**config.mk**
```make
export PLATFORM = sky130hd
export DESIGN_NAME = ecigar_to_cigar_transcoder_flat
export DESIGN_NICKNAME = d
export VERILOG_FILES = /design/src/sv/ectc_pkg.sv /design/src/sv/ecig_in_if.sv /design/src/sv/cig_out_if.sv /design/src/sv/ecigar_to_cigar_transcoder.sv /design/src/sv/ectc_dp.sv /design/src/sv/ectc_ctrl.sv /design/src/flat_wrapper.sv
export SDC_FILE = /design/constraint.sdc
export NUM_CORES = 1
export LEC_CHECK = 0
export ABC_CLOCK_PERIOD_IN_PS = 3300
export BUFFER_PORTS_ARGS = -buffer_cell sky130_fd_sc_hd__buf_4
export CAP_MARGIN = 20
export CORE_MARGIN = 2
export CORE_UTILIZATION = 60
export CTS_CLUSTER_DIAMETER = 100
export DETAILED_ROUTE_END_ITERATION = 8
export PLACE_DENSITY = 0.78
export SLEW_MARGIN = 5
export SYNTH_ARGS = -nofsm -noshare
export SYNTH_HDL_FRONTEND = slang
export SYNTH_SLANG_ARGS = --single-unit
export TNS_END_PERCENT = 20
```
**constraint.sdc**
```tcl
create_clock -name clk -period 3.3 [get_ports clk]
set_input_delay 0.165 -clock clk [delete_from_list [all_inputs] [get_ports clk]]
set_output_delay 0.165 -clock clk [all_outputs]
set_load 0.005 [all_outputs]
```
**src/sv/ectc_pkg.sv**
```systemverilog
// Shared types, character codes and lookup functions of the eCIGAR to CIGAR transcoder.
package ectc_pkg;

  localparam int RUN_WIDTH_DEF   = 16;
  localparam int DIGIT_DEPTH_DEF = 10;

  localparam logic [7:0] CH_X      = 8'h58;  // 'X'
  localparam logic [7:0] CH_LBRACK = 8'h5B;  // '['
  localparam logic [7:0] CH_RBRACK = 8'h5D;  // ']'
  localparam logic [7:0] CH_LPAREN = 8'h28;  // '('
  localparam logic [7:0] CH_RPAREN = 8'h29;  // ')'
  localparam logic [7:0] CH_PLUS   = 8'h2B;  // '+'
  localparam logic [7:0] CH_MINUS  = 8'h2D;  // '-'
  localparam logic [7:0] CH_STAR   = 8'h2A;  // '*'
  localparam logic [7:0] CH_PCT    = 8'h25;  // '%'
  localparam logic [7:0] CH_SLASH  = 8'h2F;  // '/'
  localparam logic [7:0] CH_EQ     = 8'h3D;  // '='
  localparam logic [7:0] CH_I      = 8'h49;  // 'I'
  localparam logic [7:0] CH_D      = 8'h44;  // 'D'
  localparam logic [7:0] CH_N      = 8'h4E;  // 'N'
  localparam logic [7:0] CH_S      = 8'h53;  // 'S'
  localparam logic [7:0] CH_H      = 8'h48;  // 'H'
  localparam logic [7:0] CH_A      = 8'h41;  // 'A'
  localparam logic [7:0] CH_C      = 8'h43;  // 'C'
  localparam logic [7:0] CH_G      = 8'h47;  // 'G'
  localparam logic [7:0] CH_T      = 8'h54;  // 'T'
  localparam logic [7:0] CH_ZERO   = 8'h30;  // '0'
  localparam logic [7:0] CH_NINE   = 8'h39;  // '9'
  localparam logic [3:0] DIGIT_HI  = 4'h3;   // upper nibble of an ASCII digit

  // Classification of an incoming character against the current state.
  typedef enum logic [2:0] {
    CLS_SKIP,    // opening bracket, or anything while discarding
    CLS_DIGBUF,  // digit buffered behind an open mismatch run
    CLS_BASE,    // base letter, extends the run
    CLS_PASS,    // digit passed straight through
    CLS_MAP,     // operation character with a CIGAR mapping
    CLS_ERR      // unmapped character or digit buffer overflow
  } cls_t;

  // Source of an emitted result.
  typedef enum logic [1:0] {
    SEL_NUM,   // one decimal digit of the run count
    SEL_X,     // the mismatch operation letter
    SEL_BUF,   // one buffered digit
    SEL_ONE    // the item's own result: mapped char, passed digit, error or bare end
  } sel_t;

  typedef struct packed {
    logic take;
    logic conv_start;
    logic conv_step;
    logic num_adv;
    logic buf_adv;
    logic emit;
    sel_t sel;
    logic last;
    logic eor;
    logic finish;
  } ctrl_cmd_t;

  typedef struct packed {
    cls_t cls;        // class of the character on the input port
    logic eos_in;     // end-of-string flag on the input port
    logic eos_q;      // end-of-string flag of the item in work
    logic run_nz;     // mismatch run is open
    logic slot_free;  // output register can take a result this cycle
    logic conv_done;
    logic num_skip;   // current decimal digit is a leading zero
    logic num_zero;   // decimal pointer at the units digit
    logic buf_end;    // all buffered digits sent
  } dp_stat_t;

  function automatic logic [7:0] map_char(input logic [7:0] c);
    logic [7:0] m;
    unique case (c)
      CH_EQ:     m = CH_EQ;
      CH_PLUS:   m = CH_I;
      CH_MINUS:  m = CH_D;
      CH_STAR:   m = CH_N;
      CH_PCT:    m = CH_N;
      CH_SLASH:  m = CH_N;
      CH_RPAREN: m = CH_S;
      CH_RBRACK: m = CH_H;
      default:   m = 8'h00;
    endcase
    return m;
  endfunction

  function automatic logic is_base(input logic [7:0] c);
    return (c == CH_A) || (c == CH_C) || (c == CH_G) || (c == CH_T) || (c == CH_N);
  endfunction

endpackage

```
**src/sv/ecig_in_if.sv**
```systemverilog
// Input channel: one extended-CIGAR character per transfer.
interface ecig_in_if;
  logic       valid;
  logic       ready;
  logic [7:0] ecig_char;
  logic       end_of_string;

  modport source (output valid, output ecig_char, output end_of_string, input ready);
  modport sink   (input valid, input ecig_char, input end_of_string, output ready);
endinterface

```
**src/sv/cig_out_if.sv**
```systemverilog
// Output channel: one CIGAR result per transfer.
interface cig_out_if;
  logic       valid;
  logic       ready;
  logic [7:0] cigar_char;
  logic       has_char;
  logic       is_error;
  logic       last_of_run;
  logic       end_of_record;

  modport source (output valid, output cigar_char, output has_char, output is_error,
                  output last_of_run, output end_of_record, input ready);
  modport sink   (input valid, input cigar_char, input has_char, input is_error,
                  input last_of_run, input end_of_record, output ready);
endinterface

```
**src/sv/ecigar_to_cigar_transcoder.sv**
```systemverilog
// Top level of the eCIGAR to SAM CIGAR transcoder: controller, datapath and checks.
//
// Characters of an extended CIGAR string enter on ecig_in, one per transfer, with
// end_of_string set on the final one. CIGAR results leave on cigar_out, one per
// transfer; last_of_run marks the final result of an input character and
// end_of_record the final result of the string.
// Brackets, buffered digits, base letters and characters ignored after an error
// produce no result of their own. A character that produces results is taken in,
// then its results leave one per transfer while the receiver is ready.
// Closing a mismatch run first converts the count (shift-and-add-3, one bit per
// cycle) and skips its leading zeros; a run closed by an operation then sends its
// buffered digits before the operation's own result. An end-of-string character
// with no result of its own passes through a check state for an open run.
// ecig_in is ready whenever the controller is idle, even while the last result
// still sits in the output register; while results are being emitted the input
// is held off. A stalled receiver simply freezes emission, nothing is lost.
// Reset (rst, synchronous) closes any open run, empties the digit buffer, clears
// the error state and drops a result not yet transferred.
module ecigar_to_cigar_transcoder #(
  parameter int RUN_WIDTH   = ectc_pkg::RUN_WIDTH_DEF,
  parameter int DIGIT_DEPTH = ectc_pkg::DIGIT_DEPTH_DEF
) (
  input  logic       clk,
  input  logic       rst,
  ecig_in_if.sink    ecig_in,
  cig_out_if.source  cigar_out
);
  import ectc_pkg::*;

  ctrl_cmd_t cmd;
  dp_stat_t  stat;
  logic      in_ready;

  // Input is taken only by the idle controller; the ready line comes from it alone.
  assign ecig_in.ready = in_ready;

  ectc_ctrl u_ctrl (
    .clk      (clk),
    .rst      (rst),
    .in_valid (ecig_in.valid),
    .in_ready (in_ready),
    .stat     (stat),
    .cmd      (cmd)
  );

  ectc_dp #(
    .RUN_WIDTH   (RUN_WIDTH),
    .DIGIT_DEPTH (DIGIT_DEPTH)
  ) u_dp (
    .clk           (clk),
    .rst           (rst),
    .ecig_char     (ecig_in.ecig_char),
    .end_of_string (ecig_in.end_of_string),
    .cmd           (cmd),
    .stat          (stat),
    .out_ch        (cigar_out)
  );

`ifndef SYNTH
  // A result is only written when the output register is empty or being drained.
  a_no_overwrite: assert property (@(posedge clk) disable iff (rst)
    cmd.emit |-> (!cigar_out.valid || cigar_out.ready))
    else $error("result register overwritten before transfer");

  // Intake and emission never happen in the same cycle.
  a_take_excl_emit: assert property (@(posedge clk) disable iff (rst)
    cmd.take |-> !cmd.emit)
    else $error("input taken while emitting a result");

  // The end of a record is always the last result of its character.
  a_eor_is_last: assert property (@(posedge clk) disable iff (rst)
    (cigar_out.valid && cigar_out.end_of_record) |-> cigar_out.last_of_run)
    else $error("end_of_record without last_of_run");

  // Error results carry no character.
  a_err_no_char: assert property (@(posedge clk) disable iff (rst)
    (cigar_out.valid && cigar_out.is_error) |-> !cigar_out.has_char)
    else $error("error result carries a character");
`endif

endmodule

```
**src/sv/ectc_dp.sv**
```systemverilog
// Datapath of the transcoder: run counter, digit buffer, decimal converter and result register.
module ectc_dp #(
  parameter int RUN_WIDTH   = ectc_pkg::RUN_WIDTH_DEF,
  parameter int DIGIT_DEPTH = ectc_pkg::DIGIT_DEPTH_DEF
) (
  input  logic                 clk,
  input  logic                 rst,
  input  logic [7:0]           ecig_char,
  input  logic                 end_of_string,
  input  ectc_pkg::ctrl_cmd_t  cmd,
  output ectc_pkg::dp_stat_t   stat,
  cig_out_if.source            out_ch
);
  import ectc_pkg::*;

  localparam int NumDig = (RUN_WIDTH * 30103) / 100000 + 1;
  localparam int NpW    = $clog2(NumDig);
  localparam int CntW   = $clog2(DIGIT_DEPTH + 1);
  localparam int IdxW   = (DIGIT_DEPTH > 1) ? $clog2(DIGIT_DEPTH) : 1;
  localparam int CcW    = $clog2(RUN_WIDTH + 1);

  logic [RUN_WIDTH-1:0] run;
  logic [CntW-1:0]      count;
  logic                 discarding;
  logic [3:0]           digits [DIGIT_DEPTH];

  logic [7:0] c_q;
  logic       eos_q;
  cls_t       cls_q;
  cls_t       cls;

  logic [RUN_WIDTH-1:0] sh;
  logic [3:0]           bcd [NumDig];
  logic [3:0]           adj [NumDig];
  logic [CcW-1:0]       conv_cnt;
  logic [NpW-1:0]       num_ptr;
  logic                 started;
  logic [CntW-1:0]      buf_ptr;
  logic [3:0]           cur_dig;

  logic       out_valid;
  logic [7:0] res_char;
  logic       res_has;
  logic       res_err;
  logic       res_last;
  logic       res_eor;
  logic [7:0] pick_char;
  logic       pick_has;
  logic       pick_err;

  logic is_digit;
  logic run_nz;

  assign is_digit = (ecig_char >= CH_ZERO) && (ecig_char <= CH_NINE);
  assign run_nz   = (run != '0);

  always_comb begin
    if (discarding || ecig_char == CH_LBRACK || ecig_char == CH_LPAREN) begin
      cls = CLS_SKIP;
    end else if (is_digit) begin
      if (!run_nz) cls = CLS_PASS;
      else if (count < CntW'(DIGIT_DEPTH)) cls = CLS_DIGBUF;
      else cls = CLS_ERR;
    end else if (is_base(ecig_char)) begin
      cls = CLS_BASE;
    end else if (map_char(ecig_char) != 8'h00) begin
      cls = CLS_MAP;
    end else begin
      cls = CLS_ERR;
    end
  end

  // Item state: run, digit buffer, error flag.
  always_ff @(posedge clk) begin
    if (rst) begin
      run        <= '0;
      count      <= '0;
      discarding <= 1'b0;
    end else begin
      if (cmd.take) begin
        unique case (cls)
          CLS_DIGBUF: count <= count + 1'b1;
          CLS_BASE:   if (run != '1) run <= run + 1'b1;
          CLS_ERR: begin
            discarding <= 1'b1;
            run        <= '0;
            count      <= '0;
          end
          default: ;
        endcase
      end
      if (cmd.conv_start) run <= '0;
      if (cmd.finish) begin
        run   <= '0;
        count <= '0;
        if (eos_q) discarding <= 1'b0;
      end
    end
  end

  always_ff @(posedge clk) begin
    if (cmd.take && cls == CLS_DIGBUF) digits[count[IdxW-1:0]] <= ecig_char[3:0];
    if (cmd.take) begin
      c_q   <= ecig_char;
      eos_q <= end_of_string;
      cls_q <= cls;
    end
  end

  // Shift-and-add-3 binary to decimal conversion, one bit per cycle.
  always_comb begin
    for (int i = 0; i < NumDig; i++) begin
      adj[i] = (bcd[i] >= 4'd5) ? bcd[i] + 4'd3 : bcd[i];
    end
  end

  always_ff @(posedge clk) begin
    if (cmd.conv_start) begin
      sh       <= run;
      conv_cnt <= CcW'(RUN_WIDTH);
      num_ptr  <= NpW'(NumDig - 1);
      started  <= 1'b0;
      buf_ptr  <= '0;
      for (int i = 0; i < NumDig; i++) bcd[i] <= 4'd0;
    end else if (cmd.conv_step) begin
      sh       <= sh << 1;
      conv_cnt <= conv_cnt - 1'b1;
      bcd[0]   <= {adj[0][2:0], sh[RUN_WIDTH-1]};
      for (int i = 1; i < NumDig; i++) bcd[i] <= {adj[i][2:0], adj[i-1][3]};
    end
    if (cmd.num_adv) begin
      num_ptr <= num_ptr - 1'b1;
      if (cmd.emit) started <= 1'b1;
    end
    if (cmd.buf_adv) buf_ptr <= buf_ptr + 1'b1;
  end

  assign cur_dig = bcd[num_ptr];

  // Result register.
  always_comb begin
    pick_char = 8'h00;
    pick_has  = 1'b1;
    pick_err  = 1'b0;
    unique case (cmd.sel)
      SEL_NUM: pick_char = {DIGIT_HI, cur_dig};
      SEL_X:   pick_char = CH_X;
      SEL_BUF: pick_char = {DIGIT_HI, digits[buf_ptr[IdxW-1:0]]};
      SEL_ONE: begin
        unique case (cls_q)
          CLS_PASS: pick_char = c_q;
          CLS_MAP:  pick_char = map_char(c_q);
          CLS_ERR: begin
            pick_has = 1'b0;
            pick_err = 1'b1;
          end
          default:  pick_has = 1'b0;
        endcase
      end
      default: ;
    endcase
  end

  always_ff @(posedge clk) begin
    if (rst) begin
      out_valid <= 1'b0;
    end else if (cmd.emit) begin
      out_valid <= 1'b1;
    end else if (out_ch.ready) begin
      out_valid <= 1'b0;
    end
  end

  always_ff @(posedge clk) begin
    if (cmd.emit) begin
      res_char <= pick_char;
      res_has  <= pick_has;
      res_err  <= pick_err;
      res_last <= cmd.last;
      res_eor  <= cmd.eor;
    end
  end

  assign out_ch.valid         = out_valid;
  assign out_ch.cigar_char    = res_char;
  assign out_ch.has_char      = res_has;
  assign out_ch.is_error      = res_err;
  assign out_ch.last_of_run   = res_last;
  assign out_ch.end_of_record = res_eor;

  assign stat.cls       = cls;
  assign stat.eos_in    = end_of_string;
  assign stat.eos_q     = eos_q;
  assign stat.run_nz    = run_nz;
  assign stat.slot_free = !out_valid || out_ch.ready;
  assign stat.conv_done = (conv_cnt == '0);
  assign stat.num_skip  = !started && (cur_dig == 4'd0) && (num_ptr != '0);
  assign stat.num_zero  = (num_ptr == '0);
  assign stat.buf_end   = (buf_ptr == count);

endmodule

```
**src/sv/ectc_ctrl.sv**
```systemverilog
// Controller of the transcoder: sequences intake, conversion and result emission.
module ectc_ctrl (
  input  logic                 clk,
  input  logic                 rst,
  input  logic                 in_valid,
  output logic                 in_ready,
  input  ectc_pkg::dp_stat_t   stat,
  output ectc_pkg::ctrl_cmd_t  cmd
);
  import ectc_pkg::*;

  localparam logic [2:0] S_IDLE   = 3'd0;
  localparam logic [2:0] S_EOSCHK = 3'd1;
  localparam logic [2:0] S_CONV   = 3'd2;
  localparam logic [2:0] S_NUM    = 3'd3;
  localparam logic [2:0] S_XCH    = 3'd4;
  localparam logic [2:0] S_BUF    = 3'd5;
  localparam logic [2:0] S_ONE    = 3'd6;

  logic [2:0] state;
  logic [2:0] state_next;
  logic       with_dig;
  logic       with_dig_next;

  always_ff @(posedge clk) begin
    if (rst) begin
      state    <= S_IDLE;
      with_dig <= 1'b0;
    end else begin
      state    <= state_next;
      with_dig <= with_dig_next;
    end
  end

  assign in_ready = (state == S_IDLE);

  always_comb begin
    cmd           = '0;
    cmd.sel       = SEL_ONE;
    state_next    = state;
    with_dig_next = with_dig;
    unique case (state)
      S_IDLE: begin
        if (in_valid) begin
          cmd.take = 1'b1;
          unique case (stat.cls)
            CLS_MAP: begin
              if (stat.run_nz) begin
                cmd.conv_start = 1'b1;
                with_dig_next  = 1'b1;
                state_next     = S_CONV;
              end else begin
                state_next = S_ONE;
              end
            end
            CLS_PASS, CLS_ERR: state_next = S_ONE;
            default: if (stat.eos_in) state_next = S_EOSCHK;
          endcase
        end
      end
      S_EOSCHK: begin
        if (stat.run_nz) begin
          cmd.conv_start = 1'b1;
          with_dig_next  = 1'b0;
          state_next     = S_CONV;
        end else begin
          state_next = S_ONE;
        end
      end
      S_CONV: begin
        if (stat.conv_done) state_next = S_NUM;
        else cmd.conv_step = 1'b1;
      end
      S_NUM: begin
        if (stat.num_skip) begin
          cmd.num_adv = 1'b1;
        end else if (stat.slot_free) begin
          cmd.emit    = 1'b1;
          cmd.sel     = SEL_NUM;
          cmd.num_adv = 1'b1;
          if (stat.num_zero) state_next = S_XCH;
        end
      end
      S_XCH: begin
        if (stat.slot_free) begin
          cmd.emit = 1'b1;
          cmd.sel  = SEL_X;
          if (with_dig) begin
            state_next = S_BUF;
          end else begin
            cmd.last   = 1'b1;
            cmd.eor    = stat.eos_q;
            cmd.finish = 1'b1;
            state_next = S_IDLE;
          end
        end
      end
      S_BUF: begin
        if (stat.buf_end) begin
          state_next = S_ONE;
        end else if (stat.slot_free) begin
          cmd.emit    = 1'b1;
          cmd.sel     = SEL_BUF;
          cmd.buf_adv = 1'b1;
        end
      end
      S_ONE: begin
        if (stat.slot_free) begin
          cmd.emit   = 1'b1;
          cmd.sel    = SEL_ONE;
          cmd.last   = 1'b1;
          cmd.eor    = stat.eos_q;
          cmd.finish = 1'b1;
          state_next = S_IDLE;
        end
      end
      default: state_next = S_IDLE;
    endcase
  end

endmodule
```
**src/flat_wrapper.sv**
```systemverilog
// flat-port wrapper written by rule: the top's interface ports become plain ports
module ecigar_to_cigar_transcoder_flat import ectc_pkg::*;
#(
  parameter int RUN_WIDTH   = ectc_pkg::RUN_WIDTH_DEF,
  parameter int DIGIT_DEPTH = ectc_pkg::DIGIT_DEPTH_DEF
)
  (clk, rst, ecig_in_valid, ecig_in_ecig_char, ecig_in_end_of_string, ecig_in_ready, cigar_out_valid, cigar_out_cigar_char, cigar_out_has_char, cigar_out_is_error, cigar_out_last_of_run, cigar_out_end_of_record, cigar_out_ready);
  ecig_in_if ecig_in_i ();
  cig_out_if cigar_out_i ();
  input  logic clk;
  input  logic rst;
  input wire logic [$bits(ecig_in_i.valid)-1:0] ecig_in_valid;
  input wire logic [$bits(ecig_in_i.ecig_char)-1:0] ecig_in_ecig_char;
  input wire logic [$bits(ecig_in_i.end_of_string)-1:0] ecig_in_end_of_string;
  output wire logic [$bits(ecig_in_i.ready)-1:0] ecig_in_ready;
  output wire logic [$bits(cigar_out_i.valid)-1:0] cigar_out_valid;
  output wire logic [$bits(cigar_out_i.cigar_char)-1:0] cigar_out_cigar_char;
  output wire logic [$bits(cigar_out_i.has_char)-1:0] cigar_out_has_char;
  output wire logic [$bits(cigar_out_i.is_error)-1:0] cigar_out_is_error;
  output wire logic [$bits(cigar_out_i.last_of_run)-1:0] cigar_out_last_of_run;
  output wire logic [$bits(cigar_out_i.end_of_record)-1:0] cigar_out_end_of_record;
  input wire logic [$bits(cigar_out_i.ready)-1:0] cigar_out_ready;
  assign ecig_in_i.valid = ecig_in_valid;
  assign ecig_in_i.ecig_char = ecig_in_ecig_char;
  assign ecig_in_i.end_of_string = ecig_in_end_of_string;
  assign ecig_in_ready = ecig_in_i.ready;
  assign cigar_out_valid = cigar_out_i.valid;
  assign cigar_out_cigar_char = cigar_out_i.cigar_char;
  assign cigar_out_has_char = cigar_out_i.has_char;
  assign cigar_out_is_error = cigar_out_i.is_error;
  assign cigar_out_last_of_run = cigar_out_i.last_of_run;
  assign cigar_out_end_of_record = cigar_out_i.end_of_record;
  assign cigar_out_i.ready = cigar_out_ready;
  ecigar_to_cigar_transcoder #(.RUN_WIDTH(RUN_WIDTH), .DIGIT_DEPTH(DIGIT_DEPTH)) u_core (.clk(clk), .rst(rst), .ecig_in(ecig_in_i), .cigar_out(cigar_out_i));
endmodule
```
# Yosys cells after proc, flatten, opt, wreduce, memory -nomap -nowiden
# Memories as Yosys holds them, arrays and structs flattened. A register that Yosys moved wholly into a read port is not among the register bits.
# Cells that the tools add are included.
[totals]
reg_bits = 79
ram_bits = 60
input_bits = 13
out_inout_bits = 14
elab_cells = 227
memories = 2
[op_classes]
addsub = 10
order_cmp = 8
n_eq_ne = 55
mux = 90
bitwise_logic = 5
n_reduce_logical = 38
[memory_table]
columns = ["name", "depth", "word_bits", "rd", "rd_ports_with_merged_regs", "write_ports", "line_no", "rtl"]
rows = [
  ["u_core.u_dp.digits", 10, 4, 1, 1, 1, "ectc_dp.sv:25", "logic [3:0] digits [DIGIT_DEPTH];"],
  ["u_core.u_dp.bcd", 5, 4, 6, 1, 5, "ectc_dp.sv:33", "logic [3:0] bcd [NumDig];"],
]
[op_table]
columns = ["operator", "count"]
rows = [
  ["8-bit by 6-bit == test with 1-bit output (second input constant)", 15],
  ["7-bit case mux with 6 select lines", 2],
  ["3-bit 2-to-1 mux", 23],
  ["8-bit by 7-bit == test with 1-bit output (second input constant)", 8],
  ["4-bit 2-to-1 mux", 14],
  ["16-bit 2-to-1 mux", 3],
  ["1-bit 2-to-1 mux", 32],
  ["16-bit case mux with 2 select lines", 1],
  ["8-bit case mux with 4 select lines", 1],
  ["8-bit 2-to-1 mux", 3],
  ["3-bit == test (second input constant)", 7],
  ["3-bit case mux with 7 select lines", 1],
  ["4-bit by 3-bit >= comparator with 1-bit output (second input constant)", 5],
  ["16-bit by 1-bit adder with 16-bit output (second input constant)", 1],
  ["4-bit by 2-bit adder with 4-bit output (second input constant)", 4],
  ["16-bit inequality test (second input constant)", 1],
  ["2-bit by 1-bit inequality test with 1-bit output (second input constant)", 8],
  ["8-bit case mux with 2 select lines", 1],
  ["16-bit nonzero test", 1],
  ["3-bit by 2-bit == test with 1-bit output (second input constant)", 5],
  ["2-bit nonzero test", 7],
  ["6-bit 2-to-1 mux", 2],
  ["3-bit case mux with 2 select lines", 2],
  ["3-bit case mux with 4 select lines", 1],
  ["other kinds (32)", 58],
]

# Depth between registers and ports, before layout
[depth]
word_depth = 20
mapped_depth = 11
ltp_nobuf = 10

# Cells and area by module
# Synthesis repeated with hierarchy kept, for this count alone.
[hier_totals]
hier_cells = 663
hier_area_um2 = 7551.0
[modules_own_cells]
columns = ["module", "instances", "cells_each", "area_each_um2", "seq_area_each_um2"]
rows = [
  ["ectc_dp", 1, 593, 6977.9, 3913.8],
  ["ectc_ctrl", 1, 70, 573.0, 80.1],
]

# Least setup slack after synthesis
# No wires, ideal clock.
[synth_path]
path_type = "register to register"
start = "reg u_core.u_dp.run[0]"
end = "mem u_core.u_dp.bcd[0][0], enable pin"
setup_time_ns = 0.394
arrival_time_ns = 2.552
required_time_ns = 2.906
setup_slack_ns = 0.354
stages_incl_launch_ff = 11
path_buffers = 2
synth_period_minus_slack_ns = 2.946
path_cell_list = "dfxtp_1 -> inv_1 -> ha_1 -> nor4b_1 -> and4_1 -> nor2_1 -> nand2_1 -> o31a_4 -> buf_6 -> buf_2 -> nand2_1"
[synth_lines]
columns = ["element", "line_no", "rtl"]
rows = [
  ["from (decl)", "ectc_dp.sv:22", "logic [RUN_WIDTH-1:0] run;"],
  ["from (signal assigned)", "ectc_dp.sv:83", "CLS_BASE: if (run != '1) run <= run + 1'b1;"],
  ["to (decl)", "ectc_dp.sv:33", ""],
]

==> Implementation_results.wiki <==
{| class="wikitable"
! Metric !! Value
|-
| Sum of negative setup slack || 0 ps
|-
| Worst path cell trace || nor4b_4 > nand2_1 > nor2_1 > and3_1 > nand2_1 > nor3_1
|-
| Length of the first detailed-routing pass in iterations || 5
|-
| Routed wirelength normalized by instance count || 18.2 µm
|-
| TritonCTS clock tree || done
|-
| DR DRC count || 0
|-
| GPL Wtd Cong || 0.886
|-
| Post-synthesis instance area || 0.00733 mm²
|-
| Hold Path Class || primary input to register
|-
| Placement Rows || 40
|-
| CP Launch Type || register
|-
| Cell leakage power || 3.03 nW
|-
| Initial Utilization || 0.613
|-
| Maximum level of the CTS H-tree || 4
|-
| Setup repair after global routing missed its margin || false
|-
| Hold-fix buffers at CTS || 5
|-
| Syn Inst Count || 650
|-
| Commonest cells in the synthesized netlist || edfxtp_1, nor2_1, nand2_1, a21oi_1, dfxtp_1
|-
| Global-route wire length before repair || 25300 µm
|-
| Dpl cell area || 0.00767 mm²
|-
| Area growth from synthesis to final layout || 12.5%
|-
| Cells resized by post-CTS repair || 0
|-
| Setup bufs post-CTS || 0
|-
| Number of flops mapped to enable cells by yosys || 107
|-
| Setup crit end kind || register
|-
| Final instance area || 0.00825 mm²
|-
| Maximum number of pins on one net before global-route repair || 31
|-
| Arrival time of data at the critical path endpoint || 2720 ps
|-
| Cell with the most instances after synthesis || edfxtp_1
|-
| Antenna-violating nets left || 0
|-
| Worst hold slack across all endpoints || 16.9 ps
|-
| Worst-path maximum fanout || 20
|-
| Primary FF master, synth || edfxtp_1
|-
| Number of clock buffers inserted by TritonCTS || 17
|-
| Portion of synthesized cell area occupied by the leading cell type || 0.438
|-
| Max-cap check violation count || 0
|-
| Power, Total || 0.00584 W
|-
| Status || complete, no violations
|-
| Number of vias in the routed layout || 5233
|-
| Total number of nets in the final design || 722
|-
| Total wire length after detailed routing || 15400 µm
|-
| Post-route insts no fill || 848
|-
| Net count after synthesis || 684
|-
| Dominant cell type by area after synthesis || edfxtp_1
|-
| Half-perimeter wire length of the detailed placement result || 10800 µm
|-
| Distinct cells, synth || 74
|-
| Top post-synthesis cells by area || edfxtp_1, dfxtp_1, ha_1
|-
| Chip Width || 115 µm
|-
| VDD IR max || 0.000357 V
|-
| Final Cycle Share || 0.805
|-
| Placeable core area || 0.0120 mm²
|-
| Most Frequent Cell on Critical Path || nand2_1
|-
| Slew margin rel. || 0.512
|-
| Flip-flop and latch count after synthesis || 146
|-
| Setup CP Type || register to register
|-
| Buffers & Inverters on Critical Path || 0
|-
| Crit-path leading delay family || simple AND/OR/NAND/NOR gates
|-
| GRT Overall Usage || 0.251
|-
| Antenna violations before repair || 0
|-
| Final Hold Fails || 0
|-
| Insertion delay of the later-clocked pin in the worst-skew pair || 420 ps
|-
| Clock Root Buffer || clkbuf_16
|-
| Count of placed standard cells including taps || 811
|-
| Maximum clock path buffer count || 2
|-
| Fraction of layout cells with a size suffix above 1 || 0.151
|-
| Largest incremental delay on the critical path || 510 ps
|-
| Average via count per standard cell || 6.17
|-
| Sink count of the clock tree || 146
|-
| # port buffers || 26
|-
| First-iteration detailed-routing DRC count || 434
|-
| Minimum setup slack among reg-to-reg paths || 640 ps
|-
| Mean area per synthesized cell || 11.3 µm²
|-
| Skew final || 6.80 ps
|-
| Fill count || 845
|-
| Clock-pin slew reported for the worst setup and hold paths after clock tree synthesis || 60 ps
|-
| Worst slew pin tran || 731 ps
|-
| Critical Path Slowest Stage Cell || dfxtp_1
|-
| Power density over the cells || 708 mW/mm²
|-
| Number of global-route vias before repair || 5088
|-
| Proportion of synthesized chip area in sequential cells || 0.545
|-
| Endpoints failing setup || 0
|-
| Ports || 27
|-
| Fmax || 376 MHz
|-
| Diode count || 0
|-
| Die footprint || 0.0131 mm²
|-
| Critical Path RT || 3360 ps
|-
| Die Height || 115 µm
|-
| Shortest clock period the worst path allows after layout || 2660 ps
|-
| Async set-reset flop share out of synthesis || 0
|-
| Total congestion overflow || 0
|-
| Number of synthesis warnings || 0
|-
| Count of final max-slew check failures || 0
|}
==> worst paths after layout <==
kind,start,end,cells after the start
worst max-delay path,u_core.u_ctrl.state[0],u_core.u_dp.digits[0][2],6
worst min-delay path,rst,u_core.u_dp.count[1],2
worst max register to register,u_core.u_ctrl.state[0],u_core.u_dp.digits[0][2],6
worst min register to register,u_core.u_dp.started,u_core.u_dp.started,2
==> layout by cell type, fill, tap and decap left out, types with 5 or more instances in the layout <==
cell and instances:
a211oi_1 7, a21o_1 13, a21oi_1 45, and2_1 8, and3_1 10, buf_4 34
clkbuf_16 17, clkinv_2 7, dfxtp_1 39, dlygate4sd3_1 5, edfxtp_1 107, ha_1 21
inv_1 31, mux2_2 13, mux2i_1 11, mux4_2 11, nand2_1 51, nand2b_1 12
nand3_1 12, nand4_1 12, nor2_1 66, nor2b_1 8, nor3_1 13, nor3b_1 10
nor4_1 5, o21ai_0 25, o21ai_1 5, o22ai_1 5, or3_1 9, xnor2_1 12
xor2_1 12
==> registers in the layout, summed over array words and instances (netlist names), 3 cells and up, named ones only <==
register and count:
u_core.u_dp.buf_ptr 4, u_core.u_dp.c_q 8, u_core.u_dp.cls_q 3, u_core.u_dp.bcd 20
u_core.u_dp.out_ch.cigar_char 8, u_core.u_dp.digits 40, u_core.u_dp.sh 16, u_core.u_dp.num_ptr 3
u_core.u_ctrl.state 3, u_core.u_dp.count 4, u_core.u_dp.run 16, u_core.u_dp.conv_cnt 5
==> cell families (layout without fill, tap and decap cells) <==
logic type,count (synthesis),count (layout),synth area share
mux,36,36,0.0708
compound gates,128,128,0.114
fa+ha+maj,21,21,0.0358
buf+inv,54,105,0.0311
simple gates,241,241,0.175
flops,146,146,0.545
xor+xnor,24,24,0.0287
==> final cells by class <==
| cell class | count | area, µm² | area share |
|---|---|---|---|
| clock buffer | 20 | 437 | 0.0529 |
| timing repair buffer | 39 | 305 | 0.0370 |
| sequential | 146 | 3990 | 0.484 |
| tap | 147 | 184 | 0.0223 |
| clock inverter | 12 | 93.8 | 0.0114 |
| multi-input combinational | 450 | 3110 | 0.377 |
| inverter | 34 | 128 | 0.0155 |
==> power by group <==
group          switching, W  internal, W
Sequential         0.000253      0.00239
Combinational      0.000864     0.000601
Clock              0.000710      0.00102
Total               0.00183      0.00401
==> through the flow <==
stage,worst slack (ps),util
4_1_cts,657,0.690
3_3_place_gp,781,0.641
5_1_grt,430,0.690
6_report,642,0.690
3_5_place_dp,663,0.641
2_1_floorplan,354,-
==> layer usage <==
layer / up-vias / GRT usage / share of wire
met3: 35 / 0.0630 / 0.069
met4: 0 / 0.116 / 0.021
met5: - / 0 / 0
met1: 2497 / 0.331 / 0.43
li1: 2483 / - / -
met2: 218 / 0.392 / 0.48
==> worst reg2reg max path: stages (launching register included) <==
cell and delay [ps]:
dfxtp_1 510, nor4b_4 360, nand2_1 130, nor2_1 420, and3_1 310, nand2_1 120
nor3_1 460
Note: power is estimated with default switching activity, not from simulation.
